[src/prtt_pkg.sv]
`timescale 1ns / 1ps
// ----------------------------------------------------------------------------
// prtt_pkg
// Types and codes shared by the pending request tag table and its cells.
// ----------------------------------------------------------------------------
package prtt_pkg;

   localparam int SEQ_W = 32;
   localparam int OCC_W = 5;

   typedef enum logic [1:0] {
      ACT_PUSH = 2'd0,
      ACT_POP  = 2'd1,
      ACT_GEN  = 2'd2
   } action_type;

   typedef enum logic {
      ST_IDLE = 1'b0,
      ST_SCAN = 1'b1
   } state_type;

   typedef struct packed {
      logic [1:0]       action;
      logic [SEQ_W-1:0] seq;
      logic [SEQ_W-1:0] service_handle;
      logic [SEQ_W-1:0] callback_handle;
      logic [SEQ_W-1:0] callback_arg;
   } req_type;

   typedef struct packed {
      logic             ok;
      logic [SEQ_W-1:0] new_seq;
      logic [SEQ_W-1:0] out_service;
      logic [SEQ_W-1:0] out_callback;
      logic [SEQ_W-1:0] out_arg;
      logic [OCC_W-1:0] occupancy;
   } rsp_type;

   typedef struct packed {
      logic [SEQ_W-1:0] seq;
      logic [SEQ_W-1:0] service;
      logic [SEQ_W-1:0] callback;
      logic [SEQ_W-1:0] arg;
   } entry_type;

   typedef struct packed {
      logic shift_en;
      logic load_en;
   } cell_ctl_type;

endpackage

[src/prtt_cell.sv]
`timescale 1ns / 1ps
// ----------------------------------------------------------------------------
// prtt_cell
// One table slot: loads a new entry or takes its upper neighbor's entry.
// ----------------------------------------------------------------------------
module prtt_cell (
   input  logic                  clock,
   input  prtt_pkg::cell_ctl_type ctl,
   input  prtt_pkg::entry_type   load_data,
   input  prtt_pkg::entry_type   next_data,
   output prtt_pkg::entry_type   entry
);
   import prtt_pkg::*;

   entry_type entry_ff;
   entry_type entry_in;

   always_comb begin
      entry_in = entry_ff;
      if (ctl.load_en) begin
         entry_in = load_data;
      end else if (ctl.shift_en) begin
         entry_in = next_data;
      end
   end

   always_ff @(posedge clock) begin
      entry_ff <= entry_in;
   end

   assign entry = entry_ff;

endmodule

[src/pending_request_tag_table.sv]
`timescale 1ns / 1ps
// ----------------------------------------------------------------------------
// pending_request_tag_table
// Outstanding request table held in a row of cells, with a sequence counter.
//
//   channel  ports                         handshake
//   ------   ----------------------------  --------------------------------
//   request  start, busy, req_data         beat taken when start && !busy
//   result   rsp_valid, rsp_data           one-cycle strobe, no back-pressure
//
// push, generate and unused codes: result in the cycle after the beat.
// pop: the row rotates once through the cell 0 compare, one entry a cycle,
// with busy high meanwhile; a pop of an empty table answers like a push.
// reset clears the counter, the fill count and the control state.
// results are never stalled.
// ----------------------------------------------------------------------------
module pending_request_tag_table #(
   parameter int TABLE_DEPTH = 16
) (
   input  logic              clock,
   input  logic              reset,
   input  logic              start,
   output logic              busy,
   input  prtt_pkg::req_type req_data,
   output logic              rsp_valid,
   output prtt_pkg::rsp_type rsp_data
);
   import prtt_pkg::*;

   localparam int CW = $clog2(TABLE_DEPTH + 1);

   state_type        state_ff, state_in;
   logic [CW-1:0]    fill_ff, fill_in;
   logic [CW-1:0]    step_ff, step_in;
   logic [SEQ_W-1:0] key_ff, key_in;
   logic             found_ff, found_in;
   logic [SEQ_W-1:0] cnt_ff, cnt_in;
   rsp_type          rsp_ff, rsp_in;
   logic             rsp_valid_ff, rsp_valid_in;

   logic             accept;
   logic             hit;
   logic             shift_en;
   logic             load_en;
   logic [CW-1:0]    load_pos;
   entry_type        load_data;
   entry_type        cell_q [TABLE_DEPTH];

   assign busy   = (state_ff == ST_SCAN);
   assign accept = start && !busy;
   assign hit    = !found_ff && (cell_q[0].seq == key_ff);

   // next state
   always_comb begin
      state_in = state_ff;
      case (state_ff)
         ST_IDLE: begin
            if (accept && req_data.action == ACT_POP && fill_ff != '0) begin
               state_in = ST_SCAN;
            end
         end
         ST_SCAN: begin
            if (step_ff == CW'(1)) begin
               state_in = ST_IDLE;
            end
         end
         default: state_in = ST_IDLE;
      endcase
   end

   // datapath control
   always_comb begin
      fill_in      = fill_ff;
      step_in      = step_ff;
      key_in       = key_ff;
      found_in     = found_ff;
      cnt_in       = cnt_ff;
      rsp_in       = rsp_ff;
      rsp_valid_in = 1'b0;
      shift_en     = 1'b0;
      load_en      = 1'b0;
      load_pos     = fill_ff;
      load_data    = '{seq: req_data.seq, service: req_data.service_handle,
                       callback: req_data.callback_handle, arg: req_data.callback_arg};
      case (state_ff)
         ST_IDLE: begin
            if (accept) begin
               rsp_in       = '0;
               rsp_valid_in = 1'b1;
               case (req_data.action)
                  ACT_PUSH: begin
                     if (fill_ff < CW'(TABLE_DEPTH)) begin
                        load_en   = 1'b1;
                        fill_in   = fill_ff + CW'(1);
                        rsp_in.ok = 1'b1;
                     end
                  end
                  ACT_POP: begin
                     if (fill_ff != '0) begin
                        rsp_valid_in = 1'b0;
                        key_in       = req_data.seq;
                        step_in      = fill_ff;
                        found_in     = 1'b0;
                     end
                  end
                  ACT_GEN: begin
                     rsp_in.ok      = 1'b1;
                     rsp_in.new_seq = cnt_ff;
                     cnt_in         = cnt_ff + SEQ_W'(1);
                  end
                  default: rsp_in.ok = 1'b0;
               endcase
               rsp_in.occupancy = OCC_W'(fill_in);
            end
         end
         ST_SCAN: begin
            shift_en  = 1'b1;
            step_in   = step_ff - CW'(1);
            load_pos  = fill_ff - CW'(1);
            load_data = cell_q[0];
            if (hit) begin
               found_in            = 1'b1;
               fill_in             = fill_ff - CW'(1);
               rsp_in.out_service  = cell_q[0].service;
               rsp_in.out_callback = cell_q[0].callback;
               rsp_in.out_arg      = cell_q[0].arg;
            end else begin
               load_en = 1'b1;
            end
            if (step_ff == CW'(1)) begin
               rsp_valid_in     = 1'b1;
               rsp_in.ok        = found_in;
               rsp_in.occupancy = OCC_W'(fill_in);
            end
         end
         default: ;
      endcase
   end

   always_ff @(posedge clock) begin
      if (reset) begin
         state_ff     <= ST_IDLE;
         fill_ff      <= '0;
         step_ff      <= '0;
         found_ff     <= 1'b0;
         cnt_ff       <= '0;
         rsp_valid_ff <= 1'b0;
      end else begin
         state_ff     <= state_in;
         fill_ff      <= fill_in;
         step_ff      <= step_in;
         found_ff     <= found_in;
         cnt_ff       <= cnt_in;
         rsp_valid_ff <= rsp_valid_in;
      end
   end

   always_ff @(posedge clock) begin
      key_ff <= key_in;
      rsp_ff <= rsp_in;
   end

   // row of cells, each taking its upper neighbor on a rotate step (the top cell keeps its own)
   for (genvar i = 0; i < TABLE_DEPTH; i++) begin : g_cell
      cell_ctl_type ctl;
      entry_type    next_data;

      assign ctl.shift_en = shift_en;
      assign ctl.load_en  = load_en && (load_pos == CW'(i));

      if (i == TABLE_DEPTH - 1) begin : g_last
         assign next_data = cell_q[i];
      end else begin : g_mid
         assign next_data = cell_q[i+1];
      end

      prtt_cell u_cell (
         .clock     (clock),
         .ctl       (ctl),
         .load_data (load_data),
         .next_data (next_data),
         .entry     (cell_q[i])
      );
   end

   assign rsp_valid = rsp_valid_ff;
   assign rsp_data  = rsp_ff;

endmodule

[config.mk]
export PLATFORM = sky130hd
export DESIGN_NAME = pending_request_tag_table
export DESIGN_NICKNAME = d
export VERILOG_FILES = /design/src/prtt_pkg.sv /design/src/prtt_cell.sv /design/src/pending_request_tag_table.sv
export SDC_FILE = /design/constraint.sdc
export NUM_CORES = 2
export LEC_CHECK = 0
export BUFFER_PORTS_ARGS = -buffer_cell sky130_fd_sc_hd__buf_2
export CAP_MARGIN = 10
export CORE_MARGIN = 4
export CORE_UTILIZATION = 46
export DETAILED_ROUTE_END_ITERATION = 7
export MAX_ROUTING_LAYER = met4
export PLACE_DENSITY = 0.61
export SLEW_MARGIN = 20
export SYNTH_ARGS = -nofsm -noshare
export SYNTH_HDL_FRONTEND = slang
export SYNTH_SLANG_ARGS = --single-unit
[constraint.sdc]
create_clock -name clock -period 20 [get_ports clock]
set_input_delay 1 -clock clock [delete_from_list [all_inputs] [get_ports clock]]
set_output_delay 1 -clock clock [all_outputs]
set_load 0.03 [all_outputs]
==> impl_metrics.json <==
{
  "pre_cts_ws_ns": 13.47,
  "min_to": "key_ff[6]$_DFFE_PP_",
  "p_leak_uw": 0.0366,
  "nFillCells": 16810,
  "yosysUniqueCellTypes": 62,
  "clock-root-buffer": "clkbuf_16",
  "portBuffers": 268,
  "gp_congestion": 0.802,
  "htreeDepth": 4,
  "drc": 0,
  "whs_ns": 0.344,
  "layout_setup_ws_ns": 13.86,
  "start_kind": "flop",
  "yosys_warnings": 0,
  "post_cts_buffers": 0,
  "status": "complete, no violations",
  "ys_top_cells_by_count": "edfxtp_1, mux2_1, mux2_4",
  "worst-path-max-fanout": 51,
  "synth_ff_type": "edfxtp_1",
  "grt_max_degree": 130,
  "required_ns": 20.46,
  "overflow": 0,
  "hold_violations": 0,
  "viasPerCell": 5.45,
  "placementRows": 168,
  "postRouteAntennaNets": 0,
  "wire_per_inst_um": 23.8,
  "die_y_um": 469,
  "netlist_area_um2": 97600,
  "core_area_um2": 210000,
  "synth_top_area_cell": "edfxtp_1",
  "start_util": 0.464,
  "drtIter0Drc": 2897,
  "postCtsResizedCells": 0,
  "rsz0062_at_grt": "false",
  "syn_to_final_growth_pct": 10.8,
  "track_usage": 0.186,
  "cts_tree": "done",
  "worstSetupEndpointType": "flop",
  "async_flop_share": 0,
  "finClkSkew_ns": 0.0272,
  "setup_tns_ns": 0,
  "relSlewSlack": 0.261,
  "setup_viol": 0,
  "die_w_um": 469,
  "yosysSeqAreaShare": 0.690,
  "yosysMostFrequentCell": "edfxtp_1",
  "synth_area_leaders": "edfxtp_1, mux2_1, mux2_4",
  "drv_cap": 0,
  "hold_depth": 1,
  "crit_arrival_ns": 6.61,
  "synth.net_count": 5316,
  "rrSetupSlack_ns": 13.86,
  "synth_area_per_cell_um2": 18.9,
  "layout-drive-gt1-share": 0.237,
  "final_nets": 5494,
  "vdd_ir_drop_max_uv": 93.6,
  "grt_pass1_wl_mm": 305,
  "min_period_ns": 6.14,
  "critical_path.startpoint": "busy$_SDFF_PP0_",
  "grt_pass1_vias": 48115,
  "timing.rr.start": "busy$_SDFF_PP0_",
  "min-delay-start": "req_data[102]",
  "io_pins": 269,
  "synth-edff-count": 2214,
  "clock_latency_ns": 0.84,
  "hold_path_class": "in2reg",
  "hold_buffers": 0,
  "clock.fmax_ghz": 0.163,
  "path_class": "reg2reg",
  "synth_top_area_share": 0.681,
  "cts_buffer_depth": 3,
  "cts_num_sinks": 2259,
  "die-area_um2": 220000,
  "fin_crit_sh": 0.307,
  "syn_inst": 5177,
  "worstMarginPinSlew_ns": 1.11,
  "wirelength_mm": 199,
  "dpl.hpwl_mm": 115,
  "power.density_nw_per_um2": 88.5,
  "path_clk_slew_ns": 0.06,
  "reg2reg_depth": 11,
  "vias": 45507,
  "ys_seq_elements": 2259,
  "drv_slew": 0,
  "cts_buffers": 227,
  "dr.pass1.iters": 8,
  "antenna_found_initial": 5,
  "worstReg2RegEnd": "g_cell[14].u_cell.entry[40]$_DFFE_PP_"
}
-- report_power, final --
part | internal (uW) | switching [uW] | leakage (uW)
clock | 2290 | 1760 | 0.00343
sequential | 5210 | 15.8 | 0.0205
combinational | 76.3 | 206 | 0.0127
total | 7590 | 1980 | 0.0366
-- layout by cell type (no fill, tap or decap), drive strengths merged, types with 6 or more instances in the layout --
| cell | synthesis | routed |
|---|---|---|
| a21o | 98 | 98 |
| clkinv | 0 | 108 |
| xnor2 | 40 | 40 |
| o21ai | 18 | 18 |
| nor2 | 47 | 47 |
| ha | 6 | 6 |
| or3 | 10 | 10 |
| and3 | 9 | 9 |
| o31a | 7 | 7 |
| inv | 15 | 22 |
| or2 | 16 | 16 |
| nand3 | 19 | 19 |
| nand4 | 19 | 19 |
| o311a | 8 | 8 |
| xor2 | 16 | 16 |
| clkbuf | 172 | 280 |
| nor3 | 9 | 9 |
| edfxtp | 2214 | 2214 |
| dfxtp | 45 | 45 |
| mux2 | 1953 | 1953 |
| buf | 217 | 338 |
| a21oi | 21 | 21 |
| and2 | 129 | 129 |
| bufinv | 0 | 16 |
| nand2 | 38 | 38 |
-- cell type report --
type                       instances  area, um^2  share of cell area
clock inverter                   135        1100              0.0102
antenna                            3        7.51           0.0000694
tap                             2805        3510              0.0325
clock buffer                     280        5920              0.0548
inverter                          15        58.8            0.000544
timing repair buffer             338        2050              0.0190
multi-input combinational       2514       28100               0.260
sequential                      2259       67400               0.623
-- per-layer routing --
| metal | track usage | up-vias | wire length [um] |
|---|---|---|---|
| met5 | - | - | 0 |
| met4 | 0.0489 | 0 | 4580 |
| met3 | 0.0250 | 265 | 7120 |
| met2 | 0.310 | 799 | 98100 |
| met1 | 0.241 | 23942 | 89000 |
| li1 | - | 20501 | - |
-- kinds of logic (layout without fill, tap and decap cells) --
family / Yosys count / in the layout / share of synthesized area
buffers and inverters: 404 / 768 / 0.0233
adders and majority gates: 6 / 6 / 0.000769
other: 0 / 3 / 0
xor gates and xnor gates: 56 / 56 / 0.00503
muxes: 1954 / 1954 / 0.249
DFF: 2259 / 2259 / 0.690
AOI/OAI and AO/OA: 181 / 181 / 0.0134
and+or+nand+nor: 317 / 317 / 0.0185
-- worst max-delay path: stages, from the launching register on --
cell and delay [ns]:
dfxtp_4 0.48, inv_4 0.28, nand2_1 0.30, inv_2 0.70, nand2_1 0.36, o211ai_1 0.34
and3_1 0.25, o31a_2 0.15, buf_4 0.54, or2_4 0.79, buf_4 0.69, buf_4 0.74
-- flip-flops by register name, indices dropped and copies added, names as in the netlist --
| name | flops |
|---|---|
| found_ff | 1 |
| rsp_data | 134 |
| step_ff | 5 |
| g_cell.u_cell.entry | 2048 |
| key_ff | 32 |
| fill_ff | 5 |
| rsp_valid | 1 |
| cnt_ff | 32 |
| busy | 1 |
-- worst max path at each step --
stage / end / slack (ns)
floorplan: g_cell[15].u_cell.entry[0]$_DFFE_PP_ / 10.74
global placement: g_cell[10].u_cell.entry[104]$_DFFE_PP_ / 13.31
detailed placement: g_cell[9].u_cell.entry[77]$_DFFE_PP_ / 13.47
CTS: g_cell[9].u_cell.entry[68]$_DFFE_PP_ / 13.78
global route: g_cell[14].u_cell.entry[45]$_DFFE_PP_ / 13.46
finish: g_cell[14].u_cell.entry[40]$_DFFE_PP_ / 13.86
-- per-stage QoR --
stage	power, uW	cells	utilization	instance area, um^2
floorplan	5510	5177	-	97600
global placement	5620	7927	0.480	101000
detailed placement	5620	7928	0.480	101000
CTS	9690	8343	0.513	108000
global route	9910	8348	0.514	108000
finish	9570	8349	0.514	108000
Note: power is estimated with default switching activity, not from simulation.
